## config.mk

```make
export PLATFORM = sky130hd
export DESIGN_NAME = c_comment_stripper
export DESIGN_NICKNAME = d
export VERILOG_FILES = /design/src/rtl/ccs_pkg.sv /design/src/rtl/ccs_scan.sv /design/src/rtl/c_comment_stripper.sv
export SDC_FILE = /design/constraint.sdc
export NUM_CORES = 1
export LEC_CHECK = 0
export ABC_AREA = 1
export ABC_CLOCK_PERIOD_IN_PS = 2600
export BUFFER_PORTS_ARGS = -buffer_cell sky130_fd_sc_hd__clkbuf_2
export CORE_MARGIN = 4
export CORE_UTILIZATION = 50
export CTS_BUF_LIST = sky130_fd_sc_hd__clkbuf_8 sky130_fd_sc_hd__clkbuf_16
export CTS_CLUSTER_SIZE = 10
export DETAILED_ROUTE_END_ITERATION = 8
export PLACE_DENSITY = 0.72
export SETUP_SLACK_MARGIN = 0.2
export SYNTH_ARGS = -nofsm -noshare
export SYNTH_HDL_FRONTEND = slang
export SYNTH_SLANG_ARGS = --single-unit
```

## constraint.sdc

```tcl
create_clock -name clk -period 2.6 [get_ports clk]
set_clock_uncertainty 0.05 [all_clocks]
set_input_delay 0 -clock clk [delete_from_list [all_inputs] [get_ports clk]]
set_output_delay 0 -clock clk [all_outputs]
set_load 0.005 [all_outputs]
```

## src/rtl/ccs_pkg.sv

```systemverilog
package ccs_pkg;

	localparam logic [7:0] CH_DQUOTE = 8'h22;
	localparam logic [7:0] CH_SQUOTE = 8'h27;
	localparam logic [7:0] CH_BSLASH = 8'h5C;
	localparam logic [7:0] CH_SLASH  = 8'h2F;
	localparam logic [7:0] CH_STAR   = 8'h2A;
	localparam logic [7:0] CH_NL     = 8'h0A;

	// Output queue: two result slots per byte plus two for drain slack.
	localparam int OUTQ_DEPTH = 4;
	localparam int OUTQ_AW    = $clog2(OUTQ_DEPTH);
	localparam int OUTQ_CW    = $clog2(OUTQ_DEPTH + 1);

	typedef enum logic [7:0] {
		MODE_PLAIN    = 8'b0000_0001,
		MODE_STRING   = 8'b0000_0010,
		MODE_SLASH    = 8'b0000_0100,
		MODE_LINE     = 8'b0000_1000,
		MODE_BLOCK    = 8'b0001_0000,
		MODE_CHAR     = 8'b0010_0000,
		MODE_STR_ESC  = 8'b0100_0000,
		MODE_LINE_ESC = 8'b1000_0000
	} scan_mode_t;

	typedef struct packed {
		scan_mode_t mode;
		logic       prev_was_star;
	} scan_state_t;

	// Up to two kept bytes per input byte; the last one carries run_last.
	typedef struct packed {
		logic [1:0] count;
		logic [7:0] byte0;
		logic [7:0] byte1;
	} scan_res_t;

	typedef struct packed {
		logic [7:0] kept;
		logic       last;
	} outq_entry_t;

endpackage

```

## src/rtl/ccs_scan.sv

```systemverilog
module ccs_scan (
	input  ccs_pkg::scan_state_t state,
	input  logic [7:0]           text,
	output ccs_pkg::scan_state_t state_next,
	output ccs_pkg::scan_res_t   res
);
	import ccs_pkg::*;

	// Mode after a byte handled as plain text.
	scan_mode_t plain_mode;

	always_comb begin
		if (text == CH_DQUOTE) begin
			plain_mode = MODE_STRING;
		end else if (text == CH_SQUOTE) begin
			plain_mode = MODE_CHAR;
		end else begin
			plain_mode = MODE_PLAIN;
		end
	end

	always_comb begin
		state_next = state;
		res.count  = 2'd0;
		res.byte0  = text;
		res.byte1  = text;
		unique case (state.mode)
			MODE_STRING: begin
				res.count = 2'd1;
				if (text == CH_DQUOTE || text == CH_NL) begin
					state_next.mode = MODE_PLAIN;
				end else if (text == CH_BSLASH) begin
					state_next.mode = MODE_STR_ESC;
				end
			end
			MODE_STR_ESC: begin
				res.count       = 2'd1;
				state_next.mode = MODE_STRING;
			end
			MODE_CHAR: begin
				res.count = 2'd1;
				if (text == CH_SQUOTE || text == CH_NL) begin
					state_next.mode = MODE_PLAIN;
				end
			end
			MODE_SLASH: begin
				if (text == CH_SLASH) begin
					state_next.mode = MODE_LINE;
				end else if (text == CH_STAR) begin
					state_next.mode          = MODE_BLOCK;
					state_next.prev_was_star = 1'b0;
				end else begin
					// Release the held slash, then the byte as plain text.
					res.count       = 2'd2;
					res.byte0       = CH_SLASH;
					state_next.mode = plain_mode;
				end
			end
			MODE_LINE: begin
				if (text == CH_BSLASH) begin
					state_next.mode = MODE_LINE_ESC;
				end else if (text == CH_NL) begin
					res.count       = 2'd1;
					state_next.mode = MODE_PLAIN;
				end
			end
			MODE_LINE_ESC: begin
				state_next.mode = MODE_LINE;
			end
			MODE_BLOCK: begin
				if (state.prev_was_star && text == CH_SLASH) begin
					state_next.mode = MODE_PLAIN;
				end else begin
					state_next.prev_was_star = (text == CH_STAR);
				end
			end
			MODE_PLAIN: begin
				if (text == CH_SLASH) begin
					state_next.mode = MODE_SLASH;
				end else begin
					res.count       = 2'd1;
					state_next.mode = plain_mode;
				end
			end
			default: begin
				state_next.mode = MODE_PLAIN;
			end
		endcase
	end

endmodule

```

## src/rtl/c_comment_stripper.sv

```systemverilog
// A source byte is registered in the input stage, then in a 4-entry result queue.
// Throughput: one source byte per cycle while the queue holds at most two results;
//   a slash release gives two results; one drains per cycle with kept_ready high.
// Reset (arst_n low, asynchronous): plain-text mode, no block-comment star seen,
//   input stage and result queue empty.
// A slash still held when the stream stops is never emitted.
module c_comment_stripper (
	input  logic       clk,
	input  logic       arst_n,
	input  logic       text_valid,
	output logic       text_ready,
	input  logic [7:0] text_byte,
	output logic       kept_valid,
	input  logic       kept_ready,
	output logic [7:0] kept_byte,
	output logic       run_last
);
	import ccs_pkg::*;

	// Input stage: one registered source byte.
	logic              valid_s1;
	logic [7:0]        byte_s1;
	logic              advance_s1;

	// Scanner state.
	scan_state_t       state_q;
	scan_state_t       state_next;
	scan_res_t         res;

	// Result queue.
	outq_entry_t       outq_q [OUTQ_DEPTH];
	logic [OUTQ_AW-1:0] wr_ptr_q;
	logic [OUTQ_AW-1:0] rd_ptr_q;
	logic [OUTQ_CW-1:0] count_q;
	logic              pop;
	logic [1:0]        push_n;
	logic [OUTQ_AW-1:0] wr_ptr_p1;

	ccs_scan u_scan (
		.state      (state_q),
		.text       (byte_s1),
		.state_next (state_next),
		.res        (res)
	);

	// Advance the input stage only when the queue can absorb a worst-case pair,
	// so a stalled output never loses a result.
	assign advance_s1 = valid_s1 && (count_q <= OUTQ_CW'(OUTQ_DEPTH - 2));
	assign text_ready = !valid_s1 || advance_s1;

	always_ff @(posedge clk or negedge arst_n) begin
		if (!arst_n) begin
			valid_s1 <= 1'b0;
		end else if (text_ready) begin
			valid_s1 <= text_valid;
		end
	end

	always_ff @(posedge clk) begin
		if (text_ready && text_valid) begin
			byte_s1 <= text_byte;
		end
	end

	// Commit the scanner state once per consumed byte.
	always_ff @(posedge clk or negedge arst_n) begin
		if (!arst_n) begin
			state_q <= '{mode: MODE_PLAIN, prev_was_star: 1'b0};
		end else if (advance_s1) begin
			state_q <= state_next;
		end
	end

	assign push_n    = advance_s1 ? res.count : 2'd0;
	assign pop       = kept_valid && kept_ready;
	assign wr_ptr_p1 = wr_ptr_q + OUTQ_AW'(1);

	// Write one or two results; run_last marks the final one of the byte.
	always_ff @(posedge clk) begin
		if (push_n == 2'd1) begin
			outq_q[wr_ptr_q] <= '{kept: res.byte1, last: 1'b1};
		end else if (push_n == 2'd2) begin
			outq_q[wr_ptr_q]  <= '{kept: res.byte0, last: 1'b0};
			outq_q[wr_ptr_p1] <= '{kept: res.byte1, last: 1'b1};
		end
	end

	always_ff @(posedge clk or negedge arst_n) begin
		if (!arst_n) begin
			wr_ptr_q <= '0;
			rd_ptr_q <= '0;
			count_q  <= '0;
		end else begin
			wr_ptr_q <= wr_ptr_q + OUTQ_AW'(push_n);
			if (pop) begin
				rd_ptr_q <= rd_ptr_q + OUTQ_AW'(1);
			end
			count_q <= count_q + OUTQ_CW'(push_n) - OUTQ_CW'(pop);
		end
	end

	// Present the queue head; each entry is a registered result.
	assign kept_valid = (count_q != '0);
	assign kept_byte  = outq_q[rd_ptr_q].kept;
	assign run_last   = outq_q[rd_ptr_q].last;

	// Queue occupancy stays within its depth.
	a_count_bound: assert property (@(posedge clk) disable iff (!arst_n)
		count_q <= OUTQ_CW'(OUTQ_DEPTH))
		else $error("result queue overflow");

	// Occupancy tracks the pointers.
	a_count_ptrs: assert property (@(posedge clk) disable iff (!arst_n)
		(count_q == '0 || count_q == OUTQ_CW'(OUTQ_DEPTH)) |-> (wr_ptr_q == rd_ptr_q))
		else $error("queue pointers disagree with occupancy");

	// A byte that leaves the input stage never pushes onto a queue without room.
	a_push_room: assert property (@(posedge clk) disable iff (!arst_n)
		advance_s1 |-> (count_q + OUTQ_CW'(res.count) <= OUTQ_CW'(OUTQ_DEPTH)))
		else $error("push without room");

	// A held byte that cannot advance stays in the input stage.
	a_hold_s1: assert property (@(posedge clk) disable iff (!arst_n)
		(valid_s1 && !advance_s1) |=> (valid_s1 && $stable(byte_s1)))
		else $error("input stage lost a byte");

endmodule

```

==> flow_metrics.tcl <==
set metrics [dict create \
    status "finished clean" \
    critical-path-slowest-cell "dfrtp_1" \
    routedWlPerCell_um 15.5 \
    pwr-share-comb_pct 44.9 \
    yosysMostFrequentCell "nand2_1" \
    yosysUniqueCellTypes 34 \
    crit_required_ps 2750 \
    timing.final.ws_setup_ps 188 \
    synth_seq_cells 61 \
    cp_cell_sequence "nor2_2 -> nand2_2 -> nor2_2 -> nor3_4 -> nand2_1 -> nand3_2 -> inv_1 -> ha_4 -> nor2_2 -> inv_2 -> nand2_4 -> inv_1 -> a21oi_1" \
    grt_pass1_vias 2817 \
    synth_nets 409 \
    total_power_mw 4.37 \
    grt_antenna_before_repair 0 \
    synth_edf_count 40 \
    pwr-share-seq_pct 32.3 \
    drive_gt1_share_pct 34.1 \
    nets 494 \
    hold_violations 0 \
    slowest_delay_ps 430 \
    fillerInstances 463 \
    gr-total-overflow 0 \
    syn-mean-instance-area_um2 8.38 \
    crit_family "simple AND/OR/NAND/NOR gates" \
    p_switching_mw 1.72 \
    pwr-share-clk_pct 22.8 \
    worstSetupPathType "reg -> reg" \
    post-dp-hpwl_um 5620 \
    maxSlewViolCount 0 \
    synth_area_leaders "edfxtp_1, dfrtp_1, nand2_1" \
    syn_inst 391 \
    viasPerCell 5.50 \
    clk_pin_slew_ps 90 \
    die_h_um 89.0 \
    relSlewSlack_pct 59.1 \
    grt_max_degree 21 \
    drcViolationCount 0 \
    tightest_slew_ps 611 \
    cp_max_fo 7 \
    detail_route.iter0.violations 195 \
    wirelength_um 8650 \
    drtPass1Iterations 5 \
    gp_congestion 0.939 \
    fmax_ghz 0.415 \
    syn_area_um2 3280 \
    clockBufferDepth 2 \
    place_ws_ps -59.6 \
    switching_share_pct 39.4 \
    power_leakage_nw 1.89 \
    yosysTopAreaCell "edfxtp_1" \
    cts_made_buffers 9 \
    cts.htree.levels 3 \
    vias 3071 \
    seq_area_frac_synth_pct 52.1 \
    core-area_um2 6350 \
    ir_drop_mv 0.666 \
    n_antenna_cell 0 \
    tritoncts "yes" \
    end_kind "flop" \
    hp-class "in -> async" \
    die_x_um 89.0 \
    initial_core_util_pct 51.6 \
    yosys_warnings 0 \
    ios 23 \
    worstPathArrival_ps 2560 \
    cts_root_buffer "clkbuf_8" \
    io_buffers 22 \
    async_reset_ff_share_pct 27.9 \
    grt_pass1_wl_um 13600 \
    std_cell_rows 29 \
    rsz0062_at_grt "yes" \
    min_period_over_period_pct 92.8 \
    cp_num_buf_inv 3 \
    start_kind "flop" \
    setup_viol 0 \
    die_area_um2 7910 \
    cts_sinks 61 \
    synth_top_area_share_pct 36.7 \
    synth-main-ff-cell "edfxtp_1" \
    min_period_ps 2410 \
    syn_to_final_growth_pct 33.0 \
    grt_use_total_pct 22.9 \
    power_density_nw_per_um2 1000 \
    internal_power_mw 2.65 \
    clkLatencyLatePin_ps 350 \
    maxCapViolCount 0 \
    drtAntennaViolNets 0 \
    synth_common_cells "nand2_1, nor2_1, inv_1, edfxtp_1, o21ai_0" \
    timing.critical_path.mode_cell "nor2_2" \
    utilization_pct 68.6 \
]
-- layout make-up --
type	count	area (um2)	share of cell area, %
sequential	61	1710	39.2
multi-input combinational	280	1590	36.5
timing repair buffer	76	548	12.6
inverter	48	185	4.25
clock buffer	9	124	2.84
clock inverter	7	104	2.38
tap	77	96.3	2.21
-- cells by family (layout without fill, tap and decap cells) --
logic type      Yosys count  after routing  synth area share (%)
compound gates           64             64                  10.8
buf+inv                  52            140                  6.03
fa+ha+maj                 6              6                  2.52
xor+xnor                  6              6                  1.60
simple gates            202            204                  26.9
flops                    61             61                  52.1
-- power groups by stage --
stage	registers, mW	logic [mW]	clock network (mW)
after floorplan	1.39	1.03	0
after global placement	1.41	1.49	0
after detailed placement	1.42	1.53	0
after CTS	1.40	1.66	1.00
after global routing	1.44	2.19	1.05
final	1.41	1.96	0.994
-- repair_timing --
action / in CTS / in global routing
pin swaps: 10 / 19
hold endpoints to repair: 26 / 0
buffers inserted: 8 / 11
setup endpoints to repair: 59 / 69
gates resized for setup: 20 / 44
hold buffers: 10 / 0
cloned: 0 / 2
-- final timing paths --
path                                end          from  slack [ps]  depth (start not counted)
max                        outq_q[3][4]    state_q[4]         190                         13
min reg2reg                outq_q[1][0]  outq_q[1][0]         430                          2
min in group clk            rd_ptr_q[1]    kept_ready         110                          5
max reg2reg                outq_q[3][4]    state_q[4]         190                         13
max in group asynchronous    state_q[1]        arst_n        2110                          2
min                          count_q[2]        arst_n          60                          2
-- sequential cells by signal (all words and copies together), names as in the netlist --
signal and flops:
outq_q 36, count_q 3, byte_s1 8, rd_ptr_q 2
valid_s1 1, wr_ptr_q 2, state_q 9
-- metal layers --
metal	global-route usage [%]	vias to the layer above	part of all wire, %
met4	9.34	0	3.5
met5	0	-	0
met1	28.2	1404	39
met3	6.64	36	7.7
li1	-	1459	-
met2	38.1	172	50
-- cells in the final DEF (no fill, tap or decap), types with 4 or more instances in the layout --
cell type	instances
inv_1	28
dfrtp_1	15
nand2_1	81
xor2_1	4
nand2_4	5
clkbuf_8	9
dfxtp_1	4
clkbuf_2	22
buf_4	42
o22ai_1	10
nand2_2	14
a21oi_1	15
edfxtp_1	40
nor2_2	12
o21ai_0	29
nand3_1	6
dlygate4sd3_1	10
nor2_1	61
inv_6	4
nor2_4	12
inv_2	17
-- metrics by stage --
step | hold WS, ps | TNS (ps) | std cells | instance area (um2)
after floorplan | -346 | 0 | 391 | 3290
after global placement | -87.6 | 0 | 511 | 3670
after detailed placement | -89.0 | -143 | 511 | 3670
after CTS | 60.7 | 0 | 545 | 4130
after global routing | 99.0 | -14.8 | 558 | 4360
final | 56.7 | 0 | 558 | 4360
Note: power is estimated with default switching activity, not from simulation.
